File: src/rtl/core/bfe_ram.sv
// ----------------------------------------------------------------------------
// bfe_ram
// generic simple dual-port ram with registered read
// ----------------------------------------------------------------------------
module bfe_ram #(
    parameter int WIDTH = 8,
    parameter int DEPTH = 16
) (
    input  logic                     clk,
    input  logic                     we,
    input  logic [$clog2(DEPTH)-1:0] waddr,
    input  logic [WIDTH-1:0]         wdata,
    input  logic                     re,
    input  logic [$clog2(DEPTH)-1:0] raddr,
    output logic [WIDTH-1:0]         rdata
);

    logic [WIDTH-1:0] mem [DEPTH];

    always_ff @(posedge clk)
    begin
        if (we)
        begin
            mem[waddr] <= wdata;
        end
        if (re)
        begin
            rdata <= mem[raddr];
        end
    end

endmodule

File: config.mk
export PLATFORM = sky130hd
export DESIGN_NAME = bfe_ram
export DESIGN_NICKNAME = d
export VERILOG_FILES = /design/src/rtl/core/bfe_ram.sv
export SDC_FILE = /design/constraint.sdc
export NUM_CORES = 1
export LEC_CHECK = 0
export BUFFER_PORTS_ARGS = -buffer_cell sky130_fd_sc_hd__clkbuf_2
export CAP_MARGIN = 20
export CORE_MARGIN = 8
export CORE_UTILIZATION = 54
export CTS_BUF_LIST = sky130_fd_sc_hd__clkbuf_16
export DETAILED_ROUTE_END_ITERATION = 7
export PLACE_DENSITY = 0.81
export SYNTH_ARGS = -nofsm -noshare
export SYNTH_HDL_FRONTEND = slang
export SYNTH_SLANG_ARGS = --single-unit
export TNS_END_PERCENT = 100
File: constraint.sdc
create_clock -name clk -period 1.7 [get_ports clk]
set_input_delay 0.34 -clock clk [delete_from_list [all_inputs] [get_ports clk]]
set_output_delay 0.34 -clock clk [all_outputs]
set_load 0.05 [all_outputs]
---- Yosys cells after proc, flatten, opt, wreduce, memory -nomap -nowiden ----
Memory sizes are Yosys's and may differ from the RTL's. A register that Yosys moved wholly into a read port is not among the register bits.
Cells that the tools add are included.
word-level totals
  output and inout bits ................... 8
  memories ................................ 1
  register bits ........................... 0
  RAM bits ................................ 128
cells by class
  multiplexer cells ....................... 2
memories
  memory  words  width  rd ports  clocked after memory_dff  write ports  line  source
  mem     16     8      1         1                         1            18    logic [WIDTH-1:0] mem [DEPTH];
operators with widths
  operator  count
  $mux W1   2

---- Logic depth before layout (Yosys ltp) ----
  word-level depth ........................ 2
  depth in mapped cells ................... 5

---- Worst setup path before layout ----
No wires, ideal clock.
  path type ............................... input to register
  from .................................... input waddr[2]
  to ...................................... memory mem[0][0], enable pin
  slack ................................... -133 ps
  library setup time ...................... 383 ps
  stages .................................. 2
  buffers on the path ..................... 0
  data required time ...................... 1317 ps
  arrival time ............................ 1450 ps
  cells stage by stage .................... or3b_2 -> nor3_1
RTL lines
  element          line  source
  start, declared  11    input logic [$clog2(DEPTH)-1:0] waddr,
  end, declared    18
No word-level cell before the write port.

==> reports/metrics.yaml <==
clockBufferDepth: 2
synth.yosys.seq_area_share_pct: 78.1
crit_chain: "mux4_1 -> a22oi_1 -> nand2_1"
slew_headroom_pct: 73.2
cts_buffers: 17
drive_gt1_share_pct: 34.3
final_area_sq_um: 6350
synth_edf_count: 136
syn_area_sq_um: 5230
ff2ff_path_depth: 3
maxCapViolations: 0
min_period_ns: 1.60
outcome: "complete, no violations"
crit_fanout: 1
fin_setup_tns_ns: 0
cts-root-buf: "clkbuf_16"
antenna_found_initial: 0
synthFlopType: "edfxtp_1"
synth_cell_types: 18
dp_slack_ns: -0.261
clock_latency_ns: 0.41
die_y_microns: 114
num_vias: 2587
via_per_inst: 5.89
synth_top_area_cell: "edfxtp_1"
grt_pass1_wl_mm: 16.2
io_pins: 27
ir_drop_mv: 0.636
worst-setup-path-type: "reg -> reg"
final_nets: 312
row_count: 36
gp_congestion: 0.760
cpPeakStageDelay_ns: 0.59
p_total_mw: 8.08
grt_setup_unrepaired: "no"
die_area_sq_um: 13100
routed_wl_mm: 10.8
diodes: 0
placed_area_sq_um: 5720
cts.clk_slew.worst_paths_ns: 0.06
hpwlAfterDp_mm: 6.70
synth_area_per_cell_sq_um: 22.8
maxSlewViolCount: 0
min_path_type: "in -> reg"
worstHoldStart: "re"
ant_nets: 0
synth_fp_nets: 248
htreeDepth: 4
r2r_start: "mem[9][4]"
area_growth_pct: 21.4
grt.total_usage_pct: 17.8
worst_ep_required_time_ns: 1.86
die_x_microns: 114
crit_path_end_kind: "register"
drtPass1Iterations: 5
async_reset_ff_share_pct: 0
worstPathArrival_ns: 1.76
ys_ff_latch: 136
hold-path-endpoint: "rdata[4]"
cts_tree: "built"
cts_sinks: 136
synth_area_leaders: "edfxtp_1 78%, mux4_2 7.8%, mux4_1 7.0%"
fin_util_pct: 66.2
synth_top_area_share_pct: 78.1
postCtsResizedCells: 0
holdBufCountCts: 0
leakage_nw: 2.19
synthTopCellsByCount: "136 x edfxtp_1, 18 x mux4_2, 16 x a22oi_1"
yosysMostFrequentCell: "edfxtp_1"
drt_iter0_drc: 305
r2r-end: "rdata[4]"
setup_viol: 0
postCtsSetupRepairBufs: 0
dp_cells: 407
gr-total-overflow: 0
hold_viol_final: 0
start_kind: "register"
fin_crit_sh_pct: 94.3
grt_max_degree: 18
io_buffers: 26
hold_path_depth: 1
grt_pass1_vias: 2714
detail_route.wl_per_cell_microns: 24.5
power_density_nw_per_um2: 1270
slowest_stage: "mux4_1"
drc: 0
fmax_mhz: 624
fin_cells: 439
holdWs_ns: 0.345
yosys_warnings: 0
r2r_slack_ns: 0.1
synthCells: 229
start_util_pct: 54.5
skew_ns: 0.00514
core_sq_um: 9590
setup_ws_ns: 0.0971
worst_pin_slew_ns: 0.402
## state kept, by name, summed over array words and instances (netlist names)
register  flops
mem         128
rdata         8
## routing by layer
metal	up-vias	GRT usage (%)	wire [microns]
met5	-	0	0
met4	0	7.54	149
met3	12	5.59	841
met2	132	27.4	5320
met1	1334	22.9	4460
li1	1109	-	-
## critical path, delay by kind of cell (launching register included)
kind / cells / cell delay (ns)
AO/OA/AOI/OAI: 1 / 0.31
flip-flops: 1 / 0.37
multiplexers: 1 / 0.59
AND/OR/NAND/NOR: 1 / 0.07
## kinds of logic (layout without fill, tap and decap cells)
kind of cell | Yosys count | count (layout) | share of synthesized area, %
DFF | 136 | 136 | 78.1
and+or+nand+nor | 35 | 35 | 3.14
muxes | 32 | 32 | 14.8
AOI/OAI and AO/OA | 16 | 16 | 2.30
buffers and inverters | 10 | 87 | 1.65
## where the power goes
group	internal [mW]	switching, mW	total (mW)
Combinational	0.171	0.266	0.437
Clock	2.46	1.38	3.84
Sequential	3.78	0.0216	3.80
## cell usage in the layout, fill, tap and decap left out, drive strengths merged
cell type / count
edfxtp: 136
clkbuf: 43
mux4: 32
buf: 29
a22oi: 16
nor2: 13
nand2: 9
clkinv: 6
bufinv: 4
nor3: 4
inv: 3
nand3b: 2
nand2b: 2
clkinvlp: 2
nor2b: 1
and2: 1
and2b: 1
nand3: 1
or3b: 1
## cell type report
cell class              count  area, sq um
flip-flops and latches    136         4080
well taps                 133          166
clock buffers              17          425
multi-input cells          83         1060
fillers                   603         3250
repair buffers             55          410
clock inverters            15          200
## how the worst max path moves through the flow
stage / start / endpoint / slack, ns / cells after the start
after global placement: raddr[0] / rdata[1] / -0.24 / 6
after floorplan: raddr[0] / rdata[1] / 0.08 / 5
after detailed placement: raddr[0] / rdata[1] / -0.26 / 6
after global routing: mem[8][4] / rdata[4] / 0.08 / 3
final: mem[9][4] / rdata[4] / 0.1 / 3
after CTS: mem[10][4] / rdata[4] / 0.1 / 3
Note: power is estimated with default switching activity, not from simulation.
