## src/rtl/core/bfe_pkg.sv

```systemverilog
// ----------------------------------------------------------------------------
// bfe_pkg
// shared constants, types and helpers of the boundary face extractor
// ----------------------------------------------------------------------------
package bfe_pkg;

    localparam int VERTEX_BITS = 16;
    localparam int FACE_SLOTS  = 4096;
    localparam int INDEX_SLOTS = 8192;
    localparam int SLOT_W      = $clog2(FACE_SLOTS);
    localparam int IDX_W       = $clog2(INDEX_SLOTS);
    localparam int CNT_W       = SLOT_W + 1;
    localparam int HASH_W      = IDX_W + 15;

    localparam logic [1:0] OP_ADD   = 2'd0;
    localparam logic [1:0] OP_FETCH = 2'd1;
    localparam logic [1:0] OP_CLEAR = 2'd2;

    localparam logic [1:0] ST_DONE  = 2'd0;
    localparam logic [1:0] ST_FULL  = 2'd1;
    localparam logic [1:0] ST_FACE  = 2'd2;
    localparam logic [1:0] ST_EMPTY = 2'd3;

    localparam logic [31:0] HASH_C0 = 32'h9E3779B1;
    localparam logic [31:0] HASH_C1 = 32'h85EBCA77;
    localparam logic [31:0] HASH_C2 = 32'hC2B2AE3D;

    typedef logic [VERTEX_BITS-1:0] vert_t;

    typedef struct packed {
        vert_t high;
        vert_t mid;
        vert_t low;
    } key_t;

    typedef struct packed {
        logic  rep;
        key_t  key;
    } face_word_t;

    typedef struct packed {
        logic              valid;
        logic [SLOT_W-1:0] slot;
    } index_word_t;

    typedef struct packed {
        logic start;
        logic done;
    } hash_ctl_t;

    typedef enum logic [3:0] {
        S_IDLE,
        S_CLEAR,
        S_FACE_START,
        S_HASH,
        S_IREAD,
        S_IWAIT,
        S_FCHK,
        S_NEXT_FACE,
        S_FETCH,
        S_FWAIT,
        S_RESP
    } state_t;

    function automatic key_t sort3(vert_t a, vert_t b, vert_t c);
        vert_t x;
        vert_t y;
        vert_t z;
        vert_t t;
        key_t  k;
        x = a;
        y = b;
        z = c;
        if (x > y)
        begin
            t = x; x = y; y = t;
        end
        if (y > z)
        begin
            t = y; y = z; z = t;
        end
        if (x > y)
        begin
            t = x; x = y; y = t;
        end
        k.low  = x;
        k.mid  = y;
        k.high = z;
        return k;
    endfunction

endpackage

```

## src/rtl/core/bfe_hash.sv

```systemverilog
// ----------------------------------------------------------------------------
// bfe_hash
// face key hash, one shared multiplier over the three key vertices
// ----------------------------------------------------------------------------
module bfe_hash
    import bfe_pkg::*;
(
    input  logic             clk,
    input  logic             rst_n,
    input  hash_ctl_t        ctl_in,
    input  key_t             key,
    output hash_ctl_t        ctl_out,
    output logic [IDX_W-1:0] pos
);

    logic [1:0]        step_reg;
    logic              busy_reg;
    logic              done_reg;
    logic [HASH_W-1:0] acc_reg;
    logic [HASH_W-1:0] acc_next;
    logic [HASH_W-1:0] mul;
    vert_t             operand;
    logic [HASH_W-1:0] coef;

    always_comb
    begin
        case (step_reg)
            2'd0:
            begin
                operand = key.low;
                coef    = HASH_C0[HASH_W-1:0];
            end
            2'd1:
            begin
                operand = key.mid;
                coef    = HASH_C1[HASH_W-1:0];
            end
            default:
            begin
                operand = key.high;
                coef    = HASH_C2[HASH_W-1:0];
            end
        endcase
        mul      = HASH_W'(HASH_W'(operand) * coef);
        acc_next = ((step_reg == 2'd0) ? '0 : acc_reg) ^ mul;
    end

    always_ff @(posedge clk or negedge rst_n)
    begin
        if (!rst_n)
        begin
            step_reg <= '0;
            busy_reg <= 1'b0;
            done_reg <= 1'b0;
        end
        else
        begin
            done_reg <= 1'b0;
            if (ctl_in.start)
            begin
                step_reg <= '0;
                busy_reg <= 1'b1;
            end
            else if (busy_reg)
            begin
                if (step_reg == 2'd2)
                begin
                    busy_reg <= 1'b0;
                    done_reg <= 1'b1;
                    step_reg <= '0;
                end
                else
                begin
                    step_reg <= step_reg + 2'd1;
                end
            end
        end
    end

    always_ff @(posedge clk)
    begin
        if (busy_reg && !ctl_in.start)
        begin
            acc_reg <= acc_next;
        end
    end

    assign pos           = acc_reg[IDX_W-1:0] ^ acc_reg[HASH_W-1:15];
    assign ctl_out.start = 1'b0;
    assign ctl_out.done  = done_reg;

endmodule

```

## config.mk

```make
export PLATFORM = sky130hd
export DESIGN_NAME = bfe_hash
export DESIGN_NICKNAME = d
export VERILOG_FILES = /design/src/rtl/core/bfe_pkg.sv /design/src/rtl/core/bfe_hash.sv
export SDC_FILE = /design/constraint.sdc
export NUM_CORES = 1
export LEC_CHECK = 0
export BUFFER_PORTS_ARGS = -buffer_cell sky130_fd_sc_hd__buf_2
export CORE_ASPECT_RATIO = 0.75
export CORE_UTILIZATION = 53
export DETAILED_ROUTE_END_ITERATION = 7
export MAX_ROUTING_LAYER = met4
export PLACE_DENSITY = 0.74
export SLEW_MARGIN = 0
export SYNTH_ARGS = -nofsm -noshare
export SYNTH_HDL_FRONTEND = slang
export SYNTH_SLANG_ARGS = --single-unit
```

## constraint.sdc

```tcl
create_clock -name clk -period 7 [get_ports clk]
set_input_delay 0.35 -clock clk [delete_from_list [all_inputs] [get_ports clk]]
set_output_delay 0.35 -clock clk [all_outputs]
set_load 0.005 [all_outputs]
```

Yosys cells after proc, flatten, opt, wreduce, memory -nomap -nowiden

Cells that the tools add are included.

Add/sub/neg operators: 1
Multipliers: 1
Equality and inequality tests: 2
Muxes and demuxes: 12
Bitwise operators: 2
Reductions and logical operators: 4

Operators by type and width:

| cell                | count |
|---|---|
| $pmux 28 s2         | 1 |
| $pmux 16 s2         | 1 |
| $mul 16x28->28      | 1 |
| $mux 28             | 1 |
| $xor 28x28->28      | 1 |
| $xor 13x13->13      | 1 |
| $mux 1              | 6 |
| $mux 2              | 3 |
| $add 2x1->2 const B | 1 |
| $eq 2x1->1 const B  | 1 |
| $eq 2x2->1 const B  | 1 |
| $logic_not 2->1     | 1 |
| $reduce_bool 2->1   | 1 |
| $logic_and 1x1->1   | 1 |
| $logic_not 1->1     | 1 |

Bits in registers: 32
Output and inout port bits: 15

Logic depth before layout (Yosys ltp)

Word-level depth: 4
Depth in mapped cells: 29

Least setup slack after synthesis

OpenSTA, ideal clock, no wires.

Path type: register to register
Start: reg step_reg[0]
End: reg acc_reg[27], data pin
Arrival time: 6426 ps
Setup slack: 314 ps
Cell stages (with the launch flop): 26
Path buffers: 4
Cells stage by stage: dfrtp_1 > buf_2 > buf_2 > nor2_1 > clkbuf_1 > clkbuf_1 > nor2_1 > fa_1 > inv_1 > fa_1 > inv_1 > fa_1 > fa_1 > fa_1 > inv_1 > fa_1 > inv_1 > ha_1 > a21o_1 > a31oi_1 > nand2_1 > a2111oi_4 > o21ai_2 > o31ai_4 > o21ai_2 > xnor2_1

Cells in the longest elaborated chain, start to end: 4

RTL lines:

| item                                          | RTL line                       | source |
|---|---|---|
| start: declaration                            | bfe_hash.sv:16                 | `logic [1:0] step_reg;` |
| start signal: assignment                      | bfe_hash.sv:74                 | `step_reg <= step_reg + 2'd1;` |
| $eq 2x1->1 or $logic_not 2->1 (tied branches) | bfe_hash.sv:27, bfe_hash.sv:45 |  |
| $pmux 16 s2 or $pmux 28 s2 (tied branches)    | bfe_hash.sv:27                 | `case (step_reg)` |
| $mul 16x28->28                                | bfe_hash.sv:44                 | `mul = HASH_W'(HASH_W'(operand) * coef);` |
| $xor 28x28->28 *                              | bfe_hash.sv:45                 | `acc_next = ((step_reg == 2'd0) ? '0 : acc_reg) ^ mul;` |
| via acc_next[27]                              | bfe_hash.sv:20                 | `logic [HASH_W-1:0] acc_next;` |
| end signal: assignment                        | bfe_hash.sv:84                 | `acc_reg <= acc_next;` |
| end: declaration                              | bfe_hash.sv:19                 | `logic [HASH_W-1:0] acc_reg;` |

The timed path passes the listed nets; every way through them passes the cells marked *.
A chain may end at the register's enable or synchronous reset.

Final worst setup path

Start: reg step_reg[1]
End: reg acc_reg[26], data pin

The elaborated chain is that of the path after synthesis.

==> flow_summary.toml <==
[clocking]
cts.clk_slew.worst_paths_ns = 0.06
cts_tree = "done"
cts_setup_buffers = 0
clockRootBuffer = "clkbuf_16"
cts_sinks = 30
worstSkewPairLatency_ns = 0.29
clk_path_buf_depth = 2
htree_num_levels = 2
cts_buffers = 5

[timing]
slew_violations = 0
period_needed_ns = 6.79
hold_violations = 0
worst_slack_ns = 0.206
clock.fmax_mhz = 147
tightest_slew_ns = 0.661
finalCritPeriodShare = 0.971
slew_headroom = 0.557
finalSetupViolCount = 0
finClkSkew_ns = 0.00438

[hold_path]
min_path_cells = 2
holdPathEnd = "step_reg[0]"
min_from = "ctl_in[1]"
hold_class = "input pin to register"

[layout]
antenna_cells = 0
nets = 1495
drive_above_1_share = 0.130
largest_register_ffs = 26
area_growth_pct = 10.7

[floorplan]
die_area_um2 = 19500
io_pins = 67
die_h_um = 121
initial_core_util = 0.543
core_area_um2 = 18500
std_cell_rows = 43
die_w_um = 161

[critical_path]
ff2ff_setup_slack_ns = 0.21
critPathLaunchType = "register"
slowest_stage = "dfrtp_2"
worstPathRequired_ns = 7.12
timing.rr.start = "step_reg[1]"
crit_chain = "buf_12 > and2_1 > or2_2 > nand2_1 > fa_1 > inv_1 > fa_1 > fa_1 > fa_1 > fa_1 > inv_1 > fa_1 > inv_1 > ha_1 > a21oi_1 > o21ai_0 > a221oi_2 > o21ai_2 > o21ai_0 > buf_4 > nor3_1 > a311oi_1"
crit_type = "register to register"
slowest_delay_ns = 0.50
r2r_end = "acc_reg[26]"
cp.arrival_ns = 6.91
crit_top_cell = "fa_1"
reg2reg_depth = 22
worstPathMaxFanout = 32
worst_setup_path_end_kind = "register"

[synth]
yosysMostFrequentCell = "inv_1"
synth_largest_area_cell = "fa_1"
ys_ff_latch = 30
synth_nets = 1405
synthTopCellsByCount = "348 x inv_1, 240 x fa_1, 104 x nand2_1"
syn-cell-area_um2 = 10100
synthTopCellsByArea = "fa_1 48%, inv_1 13%, ha_1 8.0%"
yosysWarnings = 0
synth_edf_count = 26
ys_seq_area_frac = 0.0876
syn_inst = 1049
yosysTopAreaCellShare = 0.478
synth_cell_types = 53
syn_area_per_cell_um2 = 9.58
synthArstFlopShare = 0.133
ys.flop_type = "edfxtp_1"

[drt]
vias = 7198
drc = 0
routed_wl_mm = 29.3
drtPass1Iterations = 5
vias_per_cell = 5.19
drt_iter0_markers = 661
wl_per_cell_um = 21.1
ant_nets = 0

[grt]
overflow = 0
grt_first_pass_wirelength_mm = 44.2
grt_max_degree = 33
antenna_found_initial = 0
top_usage_layer = "met1"
use_met1 = 0.496
grt_pass1_vias = 7347
grt_usage = 0.331
met3_usage = 0.138
gr-usage-met2 = 0.432

[place]
port_buffers = 64
gp_congestion = 1.06
hpwlAfterDp_mm = 26.3
dp_slack_ns = 0.0972

[run_status]
outcome = "finished clean"

[run]
maxCapViolCount = 0
critical path, delay by kind of cell (launching register included):
family | cells | cell delay (ns)
adder cells (fa/ha/maj) | 7 | 3.19
buffers and inverters | 5 | 0.66
AO/OA/AOI/OAI | 6 | 1.37
AND/OR/NAND/NOR | 4 | 0.86
flip-flops | 1 | 0.50
per-stage QoR:
step	cells	utilization	TNS [ns]	area (µm²)	hold WS, ns
6_report	1387	0.601	0	11100	0.264
2_1_floorplan	1049	-	0	10100	0.0544
3_5_place_dp	1378	0.589	0	10900	0.161
4_1_cts	1387	0.598	0	11100	0.267
5_1_grt	1387	0.601	-0.0262	11100	0.278
3_3_place_gp	1378	0.589	0	10900	0.157
repair_timing:
action / 4_1_cts / 5_1_grt
hold buffers: 1 / 0
resized for setup: 0 / 19
endpoints found under the setup margin: 0 / 7
endpoints found under the hold margin: 4 / 0
kinds of logic after synthesis:
family,after synthesis,synth area share
other,1,0.000373
multiplexers,20,0.0210
adder cells (fa/ha/maj),304,0.558
buffers and inverters,366,0.138
XOR/XNOR,84,0.0732
flip-flops,30,0.0876
AND/OR/NAND/NOR,171,0.0744
AO/OA/AOI/OAI,73,0.0476
worst max-delay path by stage:
| stage | start | to | slack, ns |
|---|---|---|---|
| final | step_reg[1] | acc_reg[26] | 0.21 |
| after global routing | step_reg[0] | acc_reg[26] | -0.03 |
| after CTS | step_reg[1] | acc_reg[26] | 0.06 |
| after detailed placement | step_reg[1] | acc_reg[26] | 0.1 |
| after global placement | step_reg[0] | acc_reg[26] | 0.1 |
| after floorplan | step_reg[0] | acc_reg[27] | 0.31 |
cells in the final DEF, fill, tap and decap left out, types with 2 or more instances in the layout:
master	netlist	routed
a21o_1	8	8
edfxtp_1	26	26
o21ai_1	1	2
o21ai_2	3	4
a21oi_1	19	19
nor2_1	25	22
fa_1	240	239
nand2b_1	4	4
nand2_2	1	5
buf_2	5	64
nand2_1	104	100
dfrtp_1	4	2
buf_12	0	2
nor2_2	0	2
xnor2_1	57	57
nor2b_1	4	2
or2_2	7	7
o21ai_0	24	22
o21a_1	2	2
buf_4	2	34
nand3_1	5	5
mux2_2	4	4
a31oi_1	4	3
and2_1	9	9
dfrtp_2	0	2
nor3_1	3	3
clkinvlp_4	0	2
inv_1	348	347
clkbuf_16	0	5
ha_1	64	64
nor2b_2	0	2
xor2_1	27	27
mux2i_1	14	13
per-layer routing:
layer	vias to the layer above	routed length, µm
met5	-	0
met4	0	127
met3	14	3860
met2	326	11800
met1	3666	13500
li1	3192	-
cell type report:
type	count	area (µm²)
repair buffers	101	626
clock buffers	6	129
multi-input cells	653	7830
fillers	1651	7380
clock inverters	2	37.5
well taps	247	309
flip-flops and latches	30	883
inverters	348	1310
Power is not shown: default switching activity piles up to over one toggle a cycle in this logic, so the estimate is an artifact.
